<file path="src/rtl/core/dgrf_ram.sv">
`timescale 1ns / 1ps

module dgrf_ram #(
   parameter int WIDTH = 8,
   parameter int DEPTH = 16
) (
   input  logic                     clock,
   input  logic                     wr_en,
   input  logic [$clog2(DEPTH)-1:0] wr_addr,
   input  logic [WIDTH-1:0]         wr_data,
   input  logic                     rd_en,
   input  logic [$clog2(DEPTH)-1:0] rd_addr,
   output logic [WIDTH-1:0]         rd_data
);

   logic [WIDTH-1:0] mem [DEPTH];
   logic [WIDTH-1:0] rd_data_ff;

   always_ff @(posedge clock) begin
      if (wr_en) begin
         mem[wr_addr] <= wr_data;
      end
      if (rd_en) begin
         rd_data_ff <= mem[rd_addr];
      end
   end

   assign rd_data = rd_data_ff;

endmodule

</file>
<file path="config.mk">
export PLATFORM = sky130hd
export DESIGN_NAME = dgrf_ram
export DESIGN_NICKNAME = d
export VERILOG_FILES = /design/src/rtl/core/dgrf_ram.sv
export SDC_FILE = /design/constraint.sdc
export NUM_CORES = 1
export LEC_CHECK = 0
export ABC_CLOCK_PERIOD_IN_PS = 2100
export BUFFER_PORTS_ARGS = -buffer_cell sky130_fd_sc_hd__buf_2
export CAP_MARGIN = 20
export CORE_ASPECT_RATIO = 0.5
export CORE_MARGIN = 1.5
export CORE_UTILIZATION = 40
export DETAILED_ROUTE_END_ITERATION = 8
export PLACE_DENSITY = 0.55
export SKIP_LAST_GASP = 1
export SYNTH_ARGS = -nofsm -noshare
export SYNTH_HDL_FRONTEND = slang
export SYNTH_SLANG_ARGS = --single-unit
</file>
<file path="constraint.sdc">
create_clock -name clock -period 2.1 [get_ports clock]
set_clock_uncertainty 0.05 [all_clocks]
set_input_delay 0.63 -clock clock [delete_from_list [all_inputs] [get_ports clock]]
set_output_delay 0.63 -clock clock [all_outputs]
set_load 0.005 [all_outputs]
</file>
Yosys cells after proc, flatten, opt, wreduce, memory -nomap -nowiden

Memories as Yosys holds them, arrays and structs flattened. A register that Yosys moved wholly into a read port is not among the register bits.
Cells that the tools add are included.

Flip-flop bits (word level): 0
RAM bits: 128
Input bits: 19
Output and inout bits: 8
Logic and storage cells: 3
Memories kept: 1

Mux-type cells: 2

Memories:

| memory | depth | width | read ports | clocked after Yosys merged registers in | wr ports | RTL line | text |
|---|---|---|---|---|---|---|---|
| mem    | 16    | 8     | 1          | 1                                       | 1        | 16       | `logic [WIDTH-1:0] mem [DEPTH];` |

Operators with widths:

| kind              | number |
|---|---|
| 1-bit two-way mux | 2 |

Depth between registers and ports, before layout

Gate-level depths: netlist of run 1.

Depth in word-level cells: 2
Gate-level depth with buffers: 5
Mapped depth without buffers: 3

Worst setup path after synthesis of run 1

Ideal clock, no wire load.

Path kind: input -> register
From: in wr_addr[2]
To: mem mem[0][0], enable pin
Library setup time: 383 ps
Data arrival time: 1740 ps
Data required time: 1667 ps
Path slack: -73 ps
Cell stages on the path: 2
Buffers on the path: 0
Cells stage by stage: or3b_2 nor3_1

RTL lines:

| what            | RTL line | text |
|---|---|---|
| start, declared | 9        | `input logic [$clog2(DEPTH)-1:0] wr_addr,` |
| end, declared   | 16       |  |

Straight into the memory's write port.

==> impl_metrics.csv, run 1 <==
group,metric,value,unit
sta,fmax,526,MHz
critical_path,cp-start-kind,"primary input",
cts,cts_hold_buf,0,
logic_synthesis,synth_commonest_cells,"136 x edfxtp_1, 18 x mux4_2, 16 x a22oi_1",
finish,postLayoutCoreUtil,49.7,%
routing,wl_met3,456,um
cts,cts.sinks,136,
place,place_area,5770,um2
logic_synthesis,ys_types,18,
sta,worstMarginPinSlew,827,ps
routing,drt-initial-drc-count,172,
cts,clk_pin_slew,50,ps
global_route,grt_pass1_vias,2583,
floorplan,die_w,165,um
floorplan,die_area,13800,um2
power_and_ir_drop,seqPwrFrac,50.3,%
logic_synthesis,ys.flop_type,"edfxtp_1",
floorplan,coreArea,12700,um2
power_and_ir_drop,sw_frac_of_total,19.6,%
cts,cts_resized,0,
global_route,grt_max_degree,25,
power_and_ir_drop,clkPwrFrac,44.6,%
critical_path,cpPeakStageDelay,570,ps
routing,wl_met1,5.06,mm
critical_path,end_kind,"register",
logic_synthesis,synth.top_cell.area_share,78.1,%
sta,slew_violations,0,
logic_synthesis,ys_ff_latch,136,
power_and_ir_drop,p_switching,1.20,mW
logic_synthesis,yosysTopAreaCell,"edfxtp_1",
run_status,outcome,"completed",
sta,hold_viol_final,0,
power_and_ir_drop,p_comb_share,5.1,%
place,dp_cells,446,
finish,fin_area,6310,um2
routing,post-route-drc-count,0,
routing,maxUsedRoutingLayer,"met4",
critical_path,arrival,2000,ps
critical_path,path_cells,"buf_2 > buf_12 > mux4_1 > a22oi_1 > nand2_1",
sta,rsz0062_at_grt,"false",
cts,htreeDepth,4,
routing,wl_per_cell,21.7,um
cts,root_buffer,"clkbuf_16",
routing,wl_met2,4.72,mm
place,post-place-ws,-217,ps
finish,final_layout_size_suffix_gt1_share,33.3,%
sta,hold-worst-slack,551,ps
global_route,grt_usage,16.7,%
power_and_ir_drop,p_per_area,967,nW/um2
logic_synthesis,synth-edff-count,136,
floorplan,start_util,41.2,%
routing,dr.pass1.iters,4,
floorplan,row_count,29,
floorplan,boundaryPins,27,
logic_synthesis,syn_avg_cell_area,22.8,um2
finish,diodes,0,
logic_synthesis,ys_warn_count,0,
critical_path,crit_fanout,16,
sta,min_period_over_period,90.5,%
cts,cts_buffer_depth,2,
logic_synthesis,synth_area,5230,um2
sta,setup_viol,0,
routing,ant_nets,0,
power_and_ir_drop,total_power,6.11,mW
finish,syn2layout_area_growth,20.8,%
critical_path,cp.required,2200,ps
cts,cts_tree,"built",
cts,postCtsSetupRepairBufs,0,
cts,clk_latency,410,ps
place,numPortBuffers,26,
critical_path,cpMaxStageDelayCell,"mux4_1",
logic_synthesis,synth_area_leaders,"edfxtp_1 78%, mux4_2 7.8%, mux4_1 7.0%, a22oi_1 2.3%, nor2_1 0.93%",
finish,layout.cells.non_filler,476,
global_route,grt_overflow_total,0,
place,post-dp-hpwl,6.79,mm
finish,fillers,1022,
routing,drt_wl_total,10.3,mm
logic_synthesis,synth_cells,229,
routing,vias,2517,
power_and_ir_drop,vdd_drop_max,559,uV
logic_synthesis,yosysSeqAreaShare,78.1,%
logic_synthesis,yosysMostFrequentCell,"edfxtp_1",
routing,vias_per_cell,5.29,
critical_path,critPathKind,"in2reg",
sta,final.setup.worst_slack,200,ps
sta,tns,0,ps
cts,numCtsBuffers,17,
power_and_ir_drop,intPower,4.91,mW
finish,layout.nets,314,
sta,max_slew_margin,44.8,%
flow_run,cap_viol_max_count,0,
logic_synthesis,synthArstFlopShare,0,%
logic_synthesis,syn-num-nets,248,
power_and_ir_drop,power.leakage,2.14,nW
place,gp_congestion,0.756,
sta,min_period,1900,ps
global_route,antenna_found_initial,0,
global_route,grt_pass1_wl,15.8,mm
floorplan,die_h,83.8,um
hold_path,worstHoldPathType,"in2reg",
==> cells by family after synthesis <==
group / count (synthesis) / share of synthesized area [%]
buffers and inverters: 10 / 1.65
AND/OR/NAND/NOR: 35 / 3.14
flip-flops: 136 / 78.1
AO/OA/AOI/OAI: 16 / 2.30
multiplexers: 32 / 14.8
==> critical path, delay by kind of cell <==
| family | cells | cell delay, ps |
|---|---|---|
| compound gates | 1 | 330 |
| buf+inv | 2 | 360 |
| mux | 1 | 570 |
| simple gates | 1 | 100 |
==> placed cells by master (no fill, tap or decap), drive strengths merged <==
cell        n
a22oi      16
and2        1
and2b       1
buf        57
bufinv      2
clkbuf     19
clkinv      6
clkinvlp    3
edfxtp    136
mux4       32
nand2       9
nand2b      2
nand3       1
nand3b      2
nor2       13
nor2b       1
nor3        4
or3b        1
==> layer usage <==
metal | vias to the layer above | GRT usage, %
li1 | 1119 | -
met4 | 0 | 5.98
met3 | 9 | 4.77
met5 | - | 0
met2 | 64 | 23.8
met1 | 1325 | 24.5
==> final cells by class <==
class | instances | area, um2 | area share [%]
Clock buffer | 19 | 433 | 6.86
Clock inverter | 11 | 109 | 1.72
Multi-Input combinational cell | 83 | 1060 | 16.8
Sequential cell | 136 | 4080 | 64.7
Tap cell | 170 | 213 | 3.37
Timing Repair Buffer | 57 | 413 | 6.54
==> flip-flops by register name, summed over array words and instances, names as in the netlist <==
name and flops:
mem 128, rd_data 8
==> power by group through the flow <==
stage	sequential, mW	combinational (mW)	clock, mW
detailed placement	3.13	0.311	0
global route	3.08	0.336	2.90
CTS	3.07	0.313	2.79
global placement	3.13	0.304	0
floorplan	3.13	0.155	0
finish	3.07	0.309	2.72
==> path summary, 6_finish.rpt <==
check                       start                    to  slack [ps]  cells past startpoint
max reg2reg   mem[3][7]$_DFFE_PP_  rd_data[7]$_DFFE_PP_         440                      4
max                    rd_addr[0]  rd_data[3]$_DFFE_PP_         200                      5
min reg2reg  mem[14][2]$_DFFE_PP_  rd_data[2]$_DFFE_PP_         690                      3
min                         rd_en  rd_data[4]$_DFFE_PP_         550                      1
Power figures use the tool's default switching activity.
==> run 2, diff against run 1 <==
- CORE_MARGIN: 1.5 -> unset
- CTS_CLUSTER_DIAMETER: unset -> 100
- SKIP_LAST_GASP: 1 -> unset
==> run 2 against run 1 <==
Compared with the run above: combinational power down 2%; critical path type unchanged; largest power group unchanged; fmax fell by 2.6%; largest cell class unchanged; final cell count up 0.21%.
==> impl_metrics.csv, run 2 (synthesis results as in run 1) <==
group,metric,value,unit
run_status,outcome,"completed",
global_route,grt_usage,17.1,%
routing,vias_per_cell,5.31,
power_and_ir_drop,p_per_area,1010,nW/um2
cts,root_buffer,"clkbuf_16",
power_and_ir_drop,p_comb_share,4.7,%
global_route,grt_util_met1,25.4,%
cts,htreeDepth,4,
global_route,met2_usage,24.3,%
hold_path,worstHoldPathType,"in2reg",
finish,syn2layout_area_growth,21.4,%
sta,slew_violations,0,
finish,mostFrequentLayoutCells,"136 x edfxtp_1, 28 x buf_4, 26 x buf_2, 18 x mux4_2, 17 x clkbuf_16",
hold_path,hold_path_depth,1,
place,post-dp-hpwl,6.86,mm
hold_path,holdPathEnd,"rd_data[0]$_DFFE_PP_",
place,gp_congestion,0.744,
power_and_ir_drop,vdd_drop_max,653,uV
cts,cts.sinks,136,
finish,regMostFlops,"mem",
routing,post-route-drc-count,0,
power_and_ir_drop,sw_frac_of_total,19.7,%
critical_path,arrival,2060,ps
critical_path,reg2reg_from,"mem[3][6]$_DFFE_PP_",
critical_path,cp-start-kind,"primary input",
sta,hold_viol_final,0,
finish,postLayoutCoreUtil,50.0,%
sta,fmax,512,MHz
critical_path,cp.required,2210,ps
floorplan,die_area,13600,um2
floorplan,die_w,164,um
routing,drt-initial-drc-count,335,
sta,setup_viol,0,
cts,postCtsSetupRepairBufs,0,
finish,layout.nets,313,
power_and_ir_drop,seqPwrFrac,47.9,%
global_route,grt_pass1_vias,2574,
cts,clk_pin_slew,60,ps
floorplan,die_h,82.8,um
routing,wl_per_cell,21.9,um
routing,ant_nets,0,
global_route,grt_pass1_wl,15.8,mm
critical_path,end_kind,"register",
finish,largest_register_ffs,128,
power_and_ir_drop,p_switching,1.26,mW
sta,min_period_over_period,92.9,%
cts,cts_buffer_depth,2,
critical_path,crit-reg2reg-capture,"rd_data[6]$_DFFE_PP_",
critical_path,critPathKind,"in2reg",
finish,final_layout_size_suffix_gt1_share,34.5,%
global_route,antenna_found_initial,0,
hold_path,worstHoldStart,"rd_en",
global_route,grt_max_degree,25,
cts,cts_tree,"built",
routing,vias,2532,
place,numPortBuffers,26,
sta,max_slew_margin,50.0,%
cts,numCtsBuffers,17,
power_and_ir_drop,intPower,5.16,mW
critical_path,worstRegToRegCells,4,
critical_path,crit_fanout,5,
floorplan,start_util,41.2,%
cts,clk_latency,420,ps
global_route,grt_busiest_layer,"met1",
sta,min_period,1950,ps
global_route,grt_overflow_total,0,
finish,final_common_cell,"edfxtp_1",
global_route,grt.met3_usage,3.90,%
finish,diodes,0,
cts,cts_resized,0,
sta,rsz0062_at_grt,"false",
power_and_ir_drop,total_power,6.42,mW
power_and_ir_drop,power.leakage,2.18,nW
power_and_ir_drop,clkPwrFrac,47.4,%
flow_run,cap_viol_max_count,0,
routing,dr.pass1.iters,4,
floorplan,coreArea,12700,um2
sta,worstMarginPinSlew,748,ps
floorplan,row_count,29,
cts,cts_hold_buf,0,
critical_path,reg2reg_slack,390,ps
floorplan,boundaryPins,27,
routing,drt_wl_total,10.5,mm
run 2: area by class of cell:
cell class / count / area (um2)
well taps: 170 / 213
multi-input cells: 83 / 1060
fillers: 1026 / 6350
clock inverters: 15 / 184
repair buffers: 56 / 380
clock buffers: 17 / 425
flip-flops and latches: 136 / 4080
run 2: routing by layer:
| metal | vias to the layer above | wire (um) |
|---|---|---|
| li1 | 1119 | - |
| met1 | 1328 | 4960 |
| met2 | 74 | 4730 |
| met3 | 11 | 645 |
| met4 | 0 | 126 |
| met5 | - | 0 |
run 2: stage by stage:
step | setup TNS (ps) | setup slack [ps] | area, um2 | hold WS, ps | std cells
final | 0 | 148 | 6350 | 535 | 477
after CTS | 0 | 155 | 6350 | 527 | 477
after floorplan | 0 | 138 | 5230 | 655 | 229
after global placement | -1680 | -288 | 5740 | 679 | 445
after detailed placement | -1700 | -283 | 5740 | 685 | 445
after global routing | 0 | 86.3 | 6350 | 532 | 477
run 2: power by group through the flow:
stage / Clock (mW) / Sequential [mW] / Combinational [mW]
2_1_floorplan: 0 / 3.13 / 0.155
3_3_place_gp: 0 / 3.13 / 0.298
3_5_place_dp: 0 / 3.13 / 0.305
4_1_cts: 3.08 / 3.07 / 0.307
5_1_grt: 3.20 / 3.08 / 0.330
6_report: 3.05 / 3.07 / 0.302
run 2: critical path, cell delays in order:
cell and delay (ps):
buf_2 150, buf_4 190, mux4_2 510, a22oi_1 350
buf_4 180, nand2_1 50
run 2: how the worst max path moves through the flow:
stage	start	endpoint	slack (ps)
finish	rd_addr[0]	rd_data[6]$_DFFE_PP_	150
global placement	rd_addr[0]	rd_data[6]$_DFFE_PP_	-290
detailed placement	rd_addr[0]	rd_data[6]$_DFFE_PP_	-280
CTS	rd_addr[0]	rd_data[6]$_DFFE_PP_	150
floorplan	rd_addr[0]	rd_data[1]$_DFFE_PP_	140
global route	rd_addr[0]	rd_data[6]$_DFFE_PP_	90
