**config.mk**
```make
export PLATFORM = sky130hd
export DESIGN_NAME = dgrf_ctrl
export DESIGN_NICKNAME = d
export VERILOG_FILES = /design/src/rtl/core/dgrf_pkg.sv /design/src/rtl/core/dgrf_ctrl.sv
export SDC_FILE = /design/constraint.sdc
export NUM_CORES = 1
export LEC_CHECK = 0
export ABC_AREA = 0
export BUFFER_PORTS_ARGS = -buffer_cell sky130_fd_sc_hd__buf_2
export CAP_MARGIN = 25
export CORE_ASPECT_RATIO = 0.7
export CORE_UTILIZATION = 38
export CTS_CLUSTER_DIAMETER = 60
export DETAILED_ROUTE_END_ITERATION = 8
export PLACE_DENSITY = 0.79
export SLEW_MARGIN = 20
export SYNTH_ARGS = -nofsm -noshare
export SYNTH_HDL_FRONTEND = slang
export SYNTH_SLANG_ARGS = --single-unit
```
**constraint.sdc**
```tcl
create_clock -name clock -period 3 [get_ports clock]
set_input_delay 0.45 -clock clock [delete_from_list [all_inputs] [get_ports clock]]
set_output_delay 0.45 -clock clock [all_outputs]
set_load 0.02 [all_outputs]
```
**src/rtl/core/dgrf_pkg.sv**
```systemverilog
`timescale 1ns / 1ps

package dgrf_pkg;

   localparam int SLOT_COUNT_DEF = 16;
   localparam int MAX_BYTES_DEF  = 2048;

   localparam int DATA_W   = 8;
   localparam int CONN_W   = 32;
   localparam int LENGTH_W = 12;

   // operation codes, bit one alone selects flush
   localparam logic [1:0] OP_PUSH = 2'd0;
   localparam logic [1:0] OP_POP  = 2'd1;
   localparam int OP_FLUSH_BIT = 1;

   typedef enum logic [2:0] {
      STATUS_TAKEN    = 3'd0,
      STATUS_COMMIT   = 3'd1,
      STATUS_FULL     = 3'd2,
      STATUS_OVERSIZE = 3'd3,
      STATUS_BYTE     = 3'd4,
      STATUS_EMPTY    = 3'd5,
      STATUS_FLUSHED  = 3'd6
   } status_type;

   typedef enum logic {
      STATE_IDLE,
      STATE_POP
   } state_type;

   typedef struct packed {
      status_type          status;
      logic [DATA_W-1:0]   data;
      logic [CONN_W-1:0]   conn;
      logic                last;
      logic [LENGTH_W-1:0] length;
   } result_type;

endpackage

```
**src/rtl/core/dgrf_ctrl.sv**
```systemverilog
`timescale 1ns / 1ps

module dgrf_ctrl
   import dgrf_pkg::*;
#(
   parameter int SLOT_COUNT = SLOT_COUNT_DEF,
   parameter int MAX_BYTES  = MAX_BYTES_DEF,
   localparam int SLOT_W = $clog2(SLOT_COUNT),
   localparam int OFF_W  = $clog2(MAX_BYTES + 1),
   localparam int DEPTH  = SLOT_COUNT * MAX_BYTES,
   localparam int ADDR_W = $clog2(DEPTH),
   localparam int META_W = OFF_W + CONN_W
) (
   input  logic                clock,
   input  logic                reset,
   input  logic                in_valid,
   output logic                in_ready,
   input  logic [1:0]          in_op,
   input  logic [DATA_W-1:0]   in_data,
   input  logic [CONN_W-1:0]   in_conn,
   input  logic                in_last,
   input  logic                out_free,
   output logic                res_load,
   output result_type          res,
   output logic                byte_we,
   output logic [ADDR_W-1:0]   byte_waddr,
   output logic [DATA_W-1:0]   byte_wdata,
   output logic                byte_re,
   output logic [ADDR_W-1:0]   byte_raddr,
   input  logic [DATA_W-1:0]   byte_rdata,
   output logic                meta_we,
   output logic [SLOT_W-1:0]   meta_waddr,
   output logic [META_W-1:0]   meta_wdata,
   output logic                meta_re,
   output logic [SLOT_W-1:0]   meta_raddr,
   input  logic [META_W-1:0]   meta_rdata
);

   state_type         state_ff, state_in;
   logic [SLOT_W-1:0] head_ff, head_in;
   logic [SLOT_W-1:0] tail_ff, tail_in;
   logic [OFF_W-1:0]  fill_ff, fill_in;
   logic              oversize_ff, oversize_in;
   logic [OFF_W-1:0]  drain_ff, drain_in;

   logic              accept;
   logic              room;
   logic [SLOT_W-1:0] tail_next;
   logic [SLOT_W-1:0] head_next;
   logic [OFF_W-1:0]  drain_sel;
   logic [OFF_W-1:0]  rd_len;
   logic [OFF_W:0]    drain_inc;

   function automatic logic [SLOT_W-1:0] next_slot(input logic [SLOT_W-1:0] i);
      next_slot = (i == SLOT_W'(SLOT_COUNT - 1)) ? '0 : SLOT_W'(i + 1'b1);
   endfunction

   assign tail_next = next_slot(tail_ff);
   assign head_next = next_slot(head_ff);
   assign room      = (fill_ff < OFF_W'(MAX_BYTES));
   assign drain_sel = (drain_ff >= OFF_W'(MAX_BYTES)) ? OFF_W'(MAX_BYTES - 1) : drain_ff;
   assign rd_len    = meta_rdata[OFF_W-1:0];
   assign drain_inc = {1'b0, drain_ff} + 1'b1;

   always_ff @(posedge clock) begin
      if (reset) begin
         state_ff    <= STATE_IDLE;
         head_ff     <= '0;
         tail_ff     <= '0;
         fill_ff     <= '0;
         oversize_ff <= 1'b0;
         drain_ff    <= '0;
      end else begin
         state_ff    <= state_in;
         head_ff     <= head_in;
         tail_ff     <= tail_in;
         fill_ff     <= fill_in;
         oversize_ff <= oversize_in;
         drain_ff    <= drain_in;
      end
   end

   always_comb begin
      state_in    = state_ff;
      head_in     = head_ff;
      tail_in     = tail_ff;
      fill_in     = fill_ff;
      oversize_in = oversize_ff;
      drain_in    = drain_ff;
      in_ready    = 1'b0;
      accept      = 1'b0;
      res_load    = 1'b0;
      res         = '0;
      byte_we     = 1'b0;
      byte_waddr  = ADDR_W'(ADDR_W'(tail_ff) * ADDR_W'(MAX_BYTES) + ADDR_W'(fill_ff));
      byte_wdata  = in_data;
      byte_re     = 1'b0;
      byte_raddr  = ADDR_W'(ADDR_W'(head_ff) * ADDR_W'(MAX_BYTES) + ADDR_W'(drain_sel));
      meta_we     = 1'b0;
      meta_waddr  = tail_ff;
      meta_wdata  = {in_conn, OFF_W'(fill_ff + 1'b1)};
      meta_re     = 1'b0;
      meta_raddr  = head_ff;

      case (state_ff)
         STATE_IDLE: begin
            in_ready = out_free;
            accept   = in_valid && out_free;
            if (accept) begin
               if (in_op[OP_FLUSH_BIT]) begin
                  head_in     = '0;
                  tail_in     = '0;
                  fill_in     = '0;
                  oversize_in = 1'b0;
                  drain_in    = '0;
                  res.status  = STATUS_FLUSHED;
                  res_load    = 1'b1;
               end else if (in_op == OP_PUSH) begin
                  res_load = 1'b1;
                  if (room) begin
                     byte_we = 1'b1;
                     fill_in = OFF_W'(fill_ff + 1'b1);
                  end else begin
                     oversize_in = 1'b1;
                  end
                  if (in_last) begin
                     // oversize wins over full
                     if (oversize_ff || !room) begin
                        res.status = STATUS_OVERSIZE;
                     end else if (tail_next == head_ff) begin
                        res.status = STATUS_FULL;
                     end else begin
                        meta_we    = 1'b1;
                        tail_in    = tail_next;
                        res.status = STATUS_COMMIT;
                     end
                     fill_in     = '0;
                     oversize_in = 1'b0;
                  end else begin
                     res.status = STATUS_TAKEN;
                  end
               end else begin
                  if (head_ff == tail_ff) begin
                     res.status = STATUS_EMPTY;
                     res_load   = 1'b1;
                  end else begin
                     byte_re  = 1'b1;
                     meta_re  = 1'b1;
                     state_in = STATE_POP;
                  end
               end
            end
         end
         STATE_POP: begin
            // read data of the head slot is back
            res_load   = 1'b1;
            res.status = STATUS_BYTE;
            res.data   = byte_rdata;
            res.conn   = meta_rdata[META_W-1:OFF_W];
            res.length = LENGTH_W'(rd_len);
            if (drain_inc >= {1'b0, rd_len}) begin
               res.last = 1'b1;
               drain_in = '0;
               head_in  = head_next;
            end else begin
               drain_in = drain_inc[OFF_W-1:0];
            end
            state_in = STATE_IDLE;
         end
         default: begin
            state_in = STATE_IDLE;
         end
      endcase
   end

endmodule

```
# == Word-level counts from Yosys, hierarchy flattened ==
# Cells that the tools add are included.
# totals
output_inout_bits,152
reg_bits,34
n_memories,0
elab_cells,96
ramBits,0
romBits,0
input_bits,99
latch_bits,0
# op_classes
eq_ne,10
reduce_logical,12
div,0
multipliers,0
n_shift,0
mux,58
bitwise_logic,1
n_lt_le_gt_ge,3
add_sub_neg,6
# op_table
cell,count
2-to-1 mux 12 bit,8
2-to-1 mux 53 bit,1
2-to-1 mux 4 bit,10
adder 15 x 12 -> 15 bit,2
2-to-1 mux 1 bit,27
one-hot mux 12 bit (2 select lines),1
2-to-1 mux 3 bit,5
"adder 12 x 1 -> 13 bit, second input constant",1
>= comparator 13 x 12 -> 1 bit,1
"adder 12 x 1 -> 12 bit, second input constant",1
">= comparator 12 bit, second input constant",1
"< comparator 12 bit, second input constant",1
"adder 4 x 1 -> 4 bit, second input constant",2
equality test 4 bit,2
"equality test 4 bit, second input constant",2
"!= test 2 bit, second input constant",4
one-hot mux 4 bit (2 select lines),1
AND reduction 4 bit,2
one-hot mux 3 bit (2 select lines),1
AND reduction 6 bit,1
2-to-1 mux 2 bit,2
one-hot mux 1 bit (2 select lines),2
nonzero test 2 bit,2
"!= test 3 bit, second input constant",1
other kinds (9),9

# == Depth between registers and ports, before layout ==
# Gate-level depths: netlist (run 1).
# depth
word_depth,10
depth_mapped,14
mapped_depth_nobuf,14

# == Worst setup path before layout (run 1) ==
# OpenSTA, ideal clock, no wires.
# synth_path
kind,register to output
startpoint,register drain_ff[0]
endpoint,output res[12] (netlist bit)
required_time_ns,2.550
setup_slack_ns,-0.047
path_stages_with_launch,14
path_buffers,0
arrival_ns,2.597
path_cell_list,dfxtp_1 > ha_1 > nand3_1 > inv_1 > nand3_1 > and2_1 > or2_2 > ha_1 > a21oi_1 > o21ai_0 > a41o_1 > o2111a_2 > o21ai_4 > inv_1
# synth_rtl
element,line,rtl
from (decl),dgrf_ctrl.sv:44,"logic [OFF_W-1:0] drain_ff, drain_in;"
from (signal assigned),dgrf_ctrl.sv:79,drain_ff <= drain_in;
to (decl),dgrf_ctrl.sv:24,"output result_type res,"

==> impl_metrics.csv, run 1 <==
group,metric,value,unit
setup_path,worstPathMaxFanout,5,
setup_path,worstPathArrival,2710,ps
flow_run,cap_violations,0,
clocking,clkLatencyLatePin,270,ps
setup_path,crit_type,"reg -> out",
grt,grt_pass1_vias,3255,
grt,grt_max_degree,49,
setup_path,cp-start-kind,"flip-flop",
sta,period_minus_slack,3161,ps
sta,fin_ws,-160.6,ps
synth,syn_area_per_cell,7.348,sq um
sta,fin_skew,4.039,ps
synth,syn-cell-area,0.003402,sq mm
power_and_ir_drop,pwr_density_cell,291.4,mW/mm^2
status,status,"complete, but fails checks",
sta,rsz0062_at_grt,"true",
route,first_pass_iters,4,
final_layout,fin_area,0.004360,sq mm
final_layout,layout.nets,704,
sta,maxSlewHeadroom,52.56,%
synth,syn_nets,583,
final_layout,fin_util,50.80,%
placement,post-dp-hpwl,8778,microns
final_layout,antennaDiodeCount,0,
min_path,hold_class,"reg -> reg",
die,die_area,0.009341,sq mm
route,routedWlPerCell,15.95,microns
synth,ys_seq_area_share,20.01,%
grt,grt_first_pass_wirelength,16460,microns
placement,gp_congestion,0.8727,
route,num_vias,3594,
die,fp.dieW,115.1,microns
sta,hold_viol_final,0,
sta,fmax,316.4,MHz
synth,synth_edf_count,0,
setup_path,end_kind,"output port",
clocking,root_buffer,"clkbuf_16",
die,fp.dieH,81.17,microns
status,violations,"negative setup slack",
clocking,cts.sinks,34,
clocking,path_clk_slew,60,ps
setup_path,r2r_slack,210,ps
grt,grt.total_usage,22.64,%
final_layout,drive_above_1_share,41.03,%
grt,grt-ovfl-total,0,
route,antenna_left,0,
sta,finalSetupTns,-160.6,ps
sta,fin_crit_sh,105.4,%
synth,ys.warnings.count,0,
sta,finalSetupViolCount,1,
synth,synthesis.instances,463,
synth,yosysUniqueCellTypes,52,
die,io_pins,251,
route,drtIter0Drc,197,
placement,portBuffers,170,
final_layout,syn_to_final_growth,28.17,%
sta,slew_viol_final,0,
route,drc,0,
synth,ys_ff_latch,34,
clocking,numCtsBuffers,5,
power_and_ir_drop,p_leak,0.002352,uW
clocking,h-tree-depth,2,
clocking,cts_tree,"done",
route,vias_per_cell,5.098,
die,start_util,39.64,%
die,core_area,0.008583,sq mm
sta,worst_slew_pin_slew,711.6,ps
clocking,hold_buffers,0,
setup_path,crit_required,2550,ps
final_layout,n_fill_cell,850,
route,wl,11240,microns
synth,synthArstFlopShare,0,%
placement,placed_area,0.004015,sq mm
power_and_ir_drop,ir_drop,292.9,uV
die,core.rowCount,28,
grt,antenna_found_initial,2,
synth,synth_flop_cell,"dfxtp_1",
clocking,cts_buffer_depth,2,
sta,holdWs,515.4,ps
[layout by cell type (no fill, tap or decap), types with 4 or more instances in the layout]
cell type and count:
inv_1 17, o21ai_0 12, buf_4 17, ha_1 19
and3_1 4, nor2b_1 5, xor2_1 13, dfxtp_1 31
xnor2_1 10, a21o_1 4, nand3_1 19, nor2_1 34
or2_2 14, buf_2 169, and2_1 42, nor3_1 13
clkbuf_16 5, nand2_1 44, a21oi_1 34
[logic make-up after synthesis]
family          after synthesis  synth area share [%]
compound gates               78                 15.74
simple gates                207                 31.63
other cells                   1                0.1102
flops                        34                 20.01
xor+xnor                     27                 7.503
buf+inv                      92                 16.40
mux                           3                0.8827
fa+ha+maj                    21                 7.723
[metrics by stage]
stage / std cells / worst slack (ps) / power (uW)
finish: 705 / -160.6 / 1270
global route: 705 / -289.3 / 1310
CTS: 703 / -99.63 / 1278
detailed placement: 693 / -149.6 / 591.3
global placement: 693 / -89.79 / 588.1
floorplan: 463 / 12.70 / 607.3
[layout make-up]
class | instances | area [sq um] | area share [%]
Clock buffer | 5 | 125.1 | 2.869
Multi-Input combinational cell | 337 | 2276 | 52.20
Timing Repair Buffer | 187 | 984.7 | 22.58
Clock inverter | 3 | 68.82 | 1.578
Tap cell | 120 | 150.1 | 3.443
Sequential cell | 34 | 684.4 | 15.70
Inverter | 19 | 71.32 | 1.636
[synthesized netlist by cell type, types with 3 or more instances]
cell type | n | area, sq um
nor3b_1 | 3 | 22.52
xnor2_1 | 12 | 105.1
xor2_1 | 14 | 122.6
a22oi_1 | 3 | 22.52
a211o_1 | 3 | 26.28
nand2b_1 | 3 | 18.77
mux2i_1 | 3 | 30.03
o21ai_0 | 13 | 65.06
buf_4 | 53 | 397.9
nor2b_1 | 5 | 31.28
inv_1 | 19 | 71.32
nand2_1 | 45 | 168.9
dfxtp_1 | 34 | 680.7
or3_1 | 3 | 18.77
ha_1 | 21 | 262.8
clkbuf_1 | 14 | 52.55
nand3_1 | 22 | 110.1
a21o_1 | 4 | 30.03
and2_1 | 43 | 269.0
buf_2 | 5 | 25.02
nor4_1 | 3 | 18.77
nor3_1 | 13 | 65.06
or2_2 | 15 | 93.84
a21oi_1 | 36 | 180.2
and3_1 | 5 | 31.28
nor2_1 | 36 | 135.1
[critical path: stages, from the launching register on]
cell	delay (ps)
dfxtp_2	350
buf_4	140
and3_4	190
nand3_4	120
nor2_4	120
xor2_2	200
ha_1	260
nand2_1	120
o21ai_1	100
a41o_1	240
o2111a_2	280
o21ai_4	140
inv_2	60
buf_6	130
[path summary, 6_finish.rpt]
path	from	to	depth (start not counted)
max	drain_ff[0]	res[12]	13
min	drain_ff[5]	drain_ff[5]	2
max reg2reg	drain_ff[0]	drain_ff[6]	15
min reg2reg	drain_ff[5]	drain_ff[5]	2
[timing repair]
action                                  in CTS  in global routing
buffers inserted                             2                  2
pin swaps                                    6                  3
endpoints found under the hold margin        0                  0
endpoints found under the setup margin       2                  1
resized for setup                           25                  2
[flip-flops by register name (all words and copies together), names as in the netlist]
name	count
drain_ff	12
fill_ff	12
meta_raddr	4
meta_waddr	4
oversize_ff	1
state_ff	1
[layer usage]
layer / wire [microns] / vias up / global-route usage, %
met4: 155 / 4 / 5.455
met5: 32 / - / 0
met3: 874 / 16 / 5.821
li1: - / 1747 / -
met2: 5220 / 160 / 37.77
met1: 4960 / 1667 / 29.23
[power breakdown]
group	internal [uW]	switching, uW	total (uW)
logic	51.9	78.5	130
registers	452	2.33	455
clock network	478	208	685
(Power assumes the default switching activity.)
==> run 2: changes to the inputs <==
--- a/config.mk
+++ b/config.mk
@@ -8,7 +8,6 @@
 export ABC_AREA = 0
 export BUFFER_PORTS_ARGS = -buffer_cell sky130_fd_sc_hd__buf_2
 export CAP_MARGIN = 25
-export CORE_ASPECT_RATIO = 0.7
 export CORE_UTILIZATION = 38
 export CTS_CLUSTER_DIAMETER = 60
 export DETAILED_ROUTE_END_ITERATION = 8
==> run 2 against run 1 <==
Net effect: the flow still finishes with violations (negative setup slack); via count rose by 0.67%; critical path type unchanged; clock-buffer cell count increased by 2; sequential share of layout area rose by 0.39 points; maximum frequency up 0.55%; wire length down 4.7%; register-to-register slack better by 60 ps; largest cell class unchanged; combinational power hardly changed; largest power group is now registers; design area is 2.4% lower; critical path depth decreased by 1; non-clock buffer count is 1 lower.
==> impl_metrics.csv, run 2 (synthesis results as in run 1) <==
group,metric,value,unit
grt,grt.total_usage,21.77,%
grt,grt_pass1_vias,3456,
power_and_ir_drop,comb_power_share,13.8,%
sta,finalSetupTns,-143.3,ps
placement,place_ws,-90.74,ps
final_layout,antennaDiodeCount,0,
power_and_ir_drop,clock_power_share,37.6,%
power_and_ir_drop,p_int,690.1,uW
final_layout,multi_input_area,0.002292,sq mm
die,io_pins,251,
placement,dp_cells,681,
sta,slew_viol_final,0,
setup_path,setup.worst_path.start,"drain_ff[0]",
final_layout,final_cells,692,
route,first_pass_iters,4,
placement,post-dp-hpwl,8490,microns
clocking,cts_tree,"done",
sta,period_minus_slack,3143,ps
die,die_area,0.009335,sq mm
final_layout,layout_commonest_cell,"buf_2",
route,drc,0,
placement,gp_congestion,0.9493,
sta,maxSlewHeadroom,52.45,%
sta,fin_ws,-143.3,ps
final_layout,n_fill_cell,881,
sta,holdWs,508.6,ps
sta,hold_viol_final,0,
die,start_util,39.20,%
die,fp.dieH,96.62,microns
route,antenna_left,0,
route,vias_per_cell,5.228,
clocking,path_clk_slew,80,ps
grt,grt_max_degree,49,
setup_path,cp-start-kind,"flip-flop",
power_and_ir_drop,p_leak,0.002296,uW
final_layout,register_area,684.4,sq um
route,num_vias,3618,
clocking,numCtsBuffers,5,
clocking,cts_buffer_depth,2,
flow_run,cap_violations,0,
setup_path,crit_type,"reg -> out",
final_layout,fin_util,49.03,%
die,core_area,0.008678,sq mm
sta,rsz0062_at_grt,"true",
status,violations,"negative setup slack",
clocking,clkLatencyLatePin,280,ps
placement,portBuffers,170,
final_layout,layout.nets,703,
clocking,cts.sinks,34,
power_and_ir_drop,sw_frac_of_total,26.19,%
final_layout,reg_top3,"drain_ff x12, fill_ff x12",
route,routedWlPerCell,15.49,microns
sta,fin_crit_sh,104.8,%
min_path,whs_path_depth,2,
clocking,root_buffer,"clkbuf_8",
final_layout,syn_to_final_growth,25.08,%
grt,grt-ovfl-total,0,
final_layout,layout_common_cells,"buf_2 (169), nand2_1 (42), and2_1 (42)",
sta,fin_skew,10.23,ps
sta,finalSetupViolCount,1,
setup_path,r2r_start,"drain_ff[0]",
sta,fmax,318.1,MHz
route,drtIter0Drc,166,
setup_path,worstPathArrival,2690,ps
power_and_ir_drop,ir_drop,157.7,uV
power_and_ir_drop,switchingPower,244.8,uW
grt,antenna_found_initial,0,
clocking,hold_buffers,0,
route,wl,10720,microns
power_and_ir_drop,pwr_density_cell,219.7,mW/mm^2
die,fp.dieW,96.62,microns
power_and_ir_drop,p_seq_share,48.6,%
clocking,h-tree-depth,2,
sta,worst_slew_pin_slew,713.2,ps
final_layout,drive_above_1_share,41.27,%
status,status,"complete, but fails checks",
setup_path,crit_required,2550,ps
setup_path,r2r_cells,12,
min_path,hold_class,"reg -> reg",
die,core.rowCount,34,
setup_path,end_kind,"output port",
min_path,hp-start,"drain_ff[4]",
grt,grt_first_pass_wirelength,16780,microns
setup_path,worstPathMaxFanout,2,
## run 2: cell count changes in the layout (fill, tap and decap cells not counted), sizes merged
| cell | before | now |
|---|---|---|
| clkbuf | 5 | 7 |
| bufinv | 2 | 0 |
| buf | 187 | 186 |
## run 2: path summary, 6_finish.rpt
| check | to | slack [ps] |
|---|---|---|
| worst max-delay path | res[12] | -140 |
| worst min-delay path | drain_ff[4] | 510 |
| worst min register to register | drain_ff[4] | 510 |
| worst max register to register | meta_raddr[2] | 270 |
## run 2: timing repair
item / in CTS / in global routing
buffers inserted: 2 / 1
endpoints found under the setup margin: 1 / 1
resized for setup: 20 / 12
pin swaps: 10 / 7
## run 2: cell type report
class / instances / area share, %
Timing Repair Buffer: 186 / 23.05
Sequential cell: 34 / 16.08
Clock inverter: 1 / 0.1176
Inverter: 19 / 1.676
Tap cell: 108 / 3.176
Clock buffer: 7 / 2.029
Multi-Input combinational cell: 337 / 53.87
## run 2: power groups by stage
stage                     Clock [uW]  Combinational, uW  Sequential, uW
after floorplan                    0                143             465
after global placement             0                125             465
after detailed placement           0                126             465
after CTS                        366                128             454
after global routing             388                142             454
final                            351                129             454
## run 2: layer usage
| layer | up-vias | routed length [microns] | GRT usage [%] | share of wire, % |
|---|---|---|---|---|
| li1 | 1747 | - | - | - |
| met5 | - | 0 | 0 | 0 |
| met4 | 0 | 369 | 9.644 | 3.4 |
| met3 | 28 | 720 | 4.552 | 6.7 |
| met2 | 152 | 5470 | 39.06 | 51 |
| met1 | 1691 | 4155 | 24.66 | 39 |
## run 2: through the flow
step / area, sq um / power, uW
floorplan: 3403 / 607.3
global placement: 4000 / 589.4
detailed placement: 4000 / 590.8
CTS: 4194 / 948.0
global route: 4255 / 984.1
finish: 4255 / 935.0
## run 2: critical path, stage by stage, from the launching register on
cell and delay [ps]:
dfxtp_2 340, ha_4 170, buf_4 130, nor2b_1 130, or2_2 280, ha_1 290
a21oi_1 150, o21ai_1 90, a41o_1 200, o2111a_2 290, o21ai_4 160, inv_2 50
buf_6 130
==> run 3: changes to the inputs <==
--- a/config.mk
+++ b/config.mk
@@ -5,7 +5,7 @@
 export SDC_FILE = /design/constraint.sdc
 export NUM_CORES = 1
 export LEC_CHECK = 0
-export ABC_AREA = 0
+export ABC_AREA = 1
 export BUFFER_PORTS_ARGS = -buffer_cell sky130_fd_sc_hd__buf_2
 export CAP_MARGIN = 25
 export CORE_UTILIZATION = 38
==> run 3 against run 2 <==
Net effect: the flow now finishes without violations; first-iteration DRC count is 45% lower; area after synthesis is 0.22% higher; sequential share of layout area is 0.21 points lower; clock skew is 0.83 ps lower; maximum frequency is 7.8% higher; critical path depth is 4 higher; setup slack better by 230 ps; design area is 2.2% higher; final cell count is 16% higher; wire length is 6.3% lower; critical path type unchanged.
==> impl_metrics.csv, run 3 <==
group,metric,value,unit
clocking,root_buffer,"clkbuf_8",
sta,fmax,342.8,MHz
synth,synthesis.instances,564,
synth,yosysUniqueCellTypes,29,
synth,synth-xor-area-share,7.927,%
setup_path,critical_path.top_delay_family,"simple AND/OR/NAND/NOR gates",
final_layout,register_area,690.7,sq um
clocking,clkLatencyLatePin,280,ps
placement,post-dp-hpwl,7727,microns
die,io_pins,251,
grt,busiest_layer,"met2",
route,drc,0,
final_layout,layout_common_cells,"buf_2 (169), nand2_1 (162), inv_1 (113)",
route,first_pass_iters,5,
synth,synth_compound_area_share,6.936,%
synth,synth_simple_gate_area_share,31.05,%
sta,worst_slew_pin_slew,547.7,ps
final_layout,reg_top3,"drain_ff x12, fill_ff x12",
grt,grt-ovfl-total,0,
synth,ys_ff_latch,34,
sta,period_minus_slack,2917,ps
placement,dp_cells,781,
grt,grt_first_pass_wirelength,16380,microns
power_and_ir_drop,pwr_density_cell,260.2,mW/mm^2
final_layout,antennaDiodeCount,0,
route,num_vias,3644,
sta,fin_crit_sh,97.23,%
sta,hold_viol_final,0,
final_layout,fin_area,0.004350,sq mm
setup_path,crit_required,2550,ps
placement,portBuffers,170,
synth,ys_seq_area_share,19.96,%
route,vias_per_cell,4.549,
route,drtIter0Drc,92,
die,core.rowCount,34,
setup_path,crit_buf_inv,2,
clocking,cts_tree,"done",
synth,synth_flop_cell,"dfxtp_1",
power_and_ir_drop,ir_drop,169.6,uV
setup_path,crit_path_frequent_cell,"nand2_4",
setup_path,worstPathArrival,2470,ps
synth,synthMuxAreaShare,0,%
synth,synthArstFlopShare,0,%
synth,syn_area_per_cell,6.045,sq um
final_layout,multi_input_area,0.001983,sq mm
route,antenna_left,0,
setup_path,critPathMaxStageDelay,380,ps
min_path,hold_class,"reg -> reg",
clocking,h-tree-depth,2,
synth,synth_top_area_share,19.96,%
sta,rsz0062_at_grt,"true",
final_layout,final_cells,801,
grt,grt.total_usage,21.28,%
grt,grt_util_met1,26.17,%
grt,use_met3,5.491,%
final_layout,fin_util,49.89,%
die,die_area,0.009355,sq mm
power_and_ir_drop,p_leak,0.002867,uW
synth,synthAdderAreaFrac,7.706,%
clocking,hold_buffers,0,
route,wl,10040,microns
setup_path,worstPathMaxFanout,3,
die,fp.dieW,96.72,microns
synth,ys.warnings.count,0,
flow_run,cap_violations,0,
synth,synth_top_family_by_area,"simple AND/OR/NAND/NOR gates",
setup_path,cp-start-kind,"flip-flop",
die,start_util,39.10,%
clocking,numCtsBuffers,5,
synth,synthTopCellsByCount,"nand2_1 (167), inv_1 (115), buf_4 (53), dfxtp_1 (34), a21oi_1 (32)",
clocking,cts_buffer_depth,2,
grt,antenna_found_initial,0,
die,fp.dieH,96.72,microns
synth,synth_top_area_cell,"dfxtp_1",
synth,synth_edf_count,0,
sta,fin_skew,9.405,ps
final_layout,layout.nets,812,
sta,slew_viol_final,0,
sta,finalSetupTns,0,ps
final_layout,layout_commonest_cell,"buf_2",
clocking,path_clk_slew,80,ps
final_layout,n_fill_cell,904,
placement,placed_area,0.003984,sq mm
final_layout,drive_above_1_share,33.77,%
route,routedWlPerCell,12.53,microns
sta,finalSetupViolCount,0,
synth,synth_area_leaders,"dfxtp_1 (20%), nand2_1 (18%), inv_1 (13%), buf_4 (12%), ha_1 (7.7%)",
synth,syn-cell-area,0.003410,sq mm
final_layout,syn_to_final_growth,27.60,%
setup_path,crit_type,"reg -> out",
status,status,"completed",
synth,synth_most_common_cell,"nand2_1",
grt,grt_pass1_vias,3434,
setup_path,cp_slowest_cell,"dfxtp_4",
setup_path,path_cells,"ha_4, nand2_4, nor2_4, nand3_4, nor2_4, xor2_2, ha_4, a21oi_1, nand2_1, nor2_1, nand2_1, nand2_2, nand2_4, nand2_4, inv_2, buf_6",
placement,gp_congestion,0.9113,
sta,maxSlewHeadroom,63.49,%
die,core_area,0.008721,sq mm
setup_path,end_kind,"output port",
grt,grtUsageMet2,35.64,%
power_and_ir_drop,finalPower,1132,uW
clocking,cts.sinks,34,
grt,grt_max_degree,37,
synth,syn_nets,684,
[run 3: changes by cell type in the layout (fill, tap and decap cells not counted), moves of 6 or more]
cell / before / now
nand2_1: 42 / 162
or2_2: 13 / 3
nor2_1: 34 / 28
and2_1: 42 / 0
xor2_1: 13 / 21
inv_1: 17 / 113
nor3_1: 13 / 3
[run 3: repair_timing]
| item | CTS | global route |
|---|---|---|
| buffers inserted | 4 | 8 |
| endpoints found under the hold margin | 0 | 0 |
| gates resized for setup | 8 | 33 |
| pin swaps | 2 | 14 |
| setup endpoints to repair | 1 | 1 |
[run 3: path summary, 6_finish.rpt]
| check | startpoint | to | slack (ps) | cells past startpoint |
|---|---|---|---|---|
| setup / recovery | drain_ff[0] | res[12] | 80 | 16 |
| hold / removal | oversize_ff | oversize_ff | 470 | 2 |
| setup reg to reg | drain_ff[0] | drain_ff[7] | 410 | 16 |
| hold reg to reg | oversize_ff | oversize_ff | 470 | 2 |
[run 3: kinds of logic after synthesis]
| group | after synthesis |
|---|---|
| AOI/OAI and AO/OA | 46 |
| xor gates and xnor gates | 30 |
| adders and majority gates | 21 |
| buffers and inverters | 183 |
| DFF | 34 |
| other | 1 |
| and+or+nand+nor | 249 |
[run 3: metrics by stage]
step / setup WS, ps / hold slack, ps
2_1_floorplan: 404.4 / 438.7
3_3_place_gp: 250.0 / 455.8
3_5_place_dp: 166.0 / 467.0
4_1_cts: 4.465 / 477.4
5_1_grt: -101.9 / 495.8
6_report: 83.21 / 473.8
[run 3: power breakdown]
part / internal (uW) / switching, uW / total (uW) / leakage (uW)
Clock: 249 / 171 / 420 / 0.0000524
Sequential: 456 / 16.6 / 473 / 0.000277
Combinational: 93.3 / 146 / 239 / 0.00254
[run 3: routing by layer]
layer / up-vias / part of all wire (%) / wire length, microns
met4: 0 / 2.7 / 273
li1: 1886 / - / -
met5: - / 0 / 0
met2: 142 / 48 / 4795
met3: 33 / 6.4 / 640
met1: 1583 / 43 / 4326
[run 3: final cells by class]
| class | instances | share of cell area (%) |
|---|---|---|
| multi-input cells | 347 | 45.59 |
| clock buffers | 7 | 1.754 |
| clock inverters | 1 | 0.6903 |
| repair buffers | 189 | 23.07 |
| inverters | 115 | 9.922 |
| flip-flops and latches | 34 | 15.88 |
| well taps | 108 | 3.106 |
[run 3: worst register-to-register path: cells and delay by family, from the launching register on]
| family | cells | cell delay [ps] |
|---|---|---|
| xor+xnor | 1 | 210 |
| simple gates | 11 | 1240 |
| flops | 1 | 380 |
| fa+ha+maj | 2 | 390 |
| compound gates | 2 | 310 |
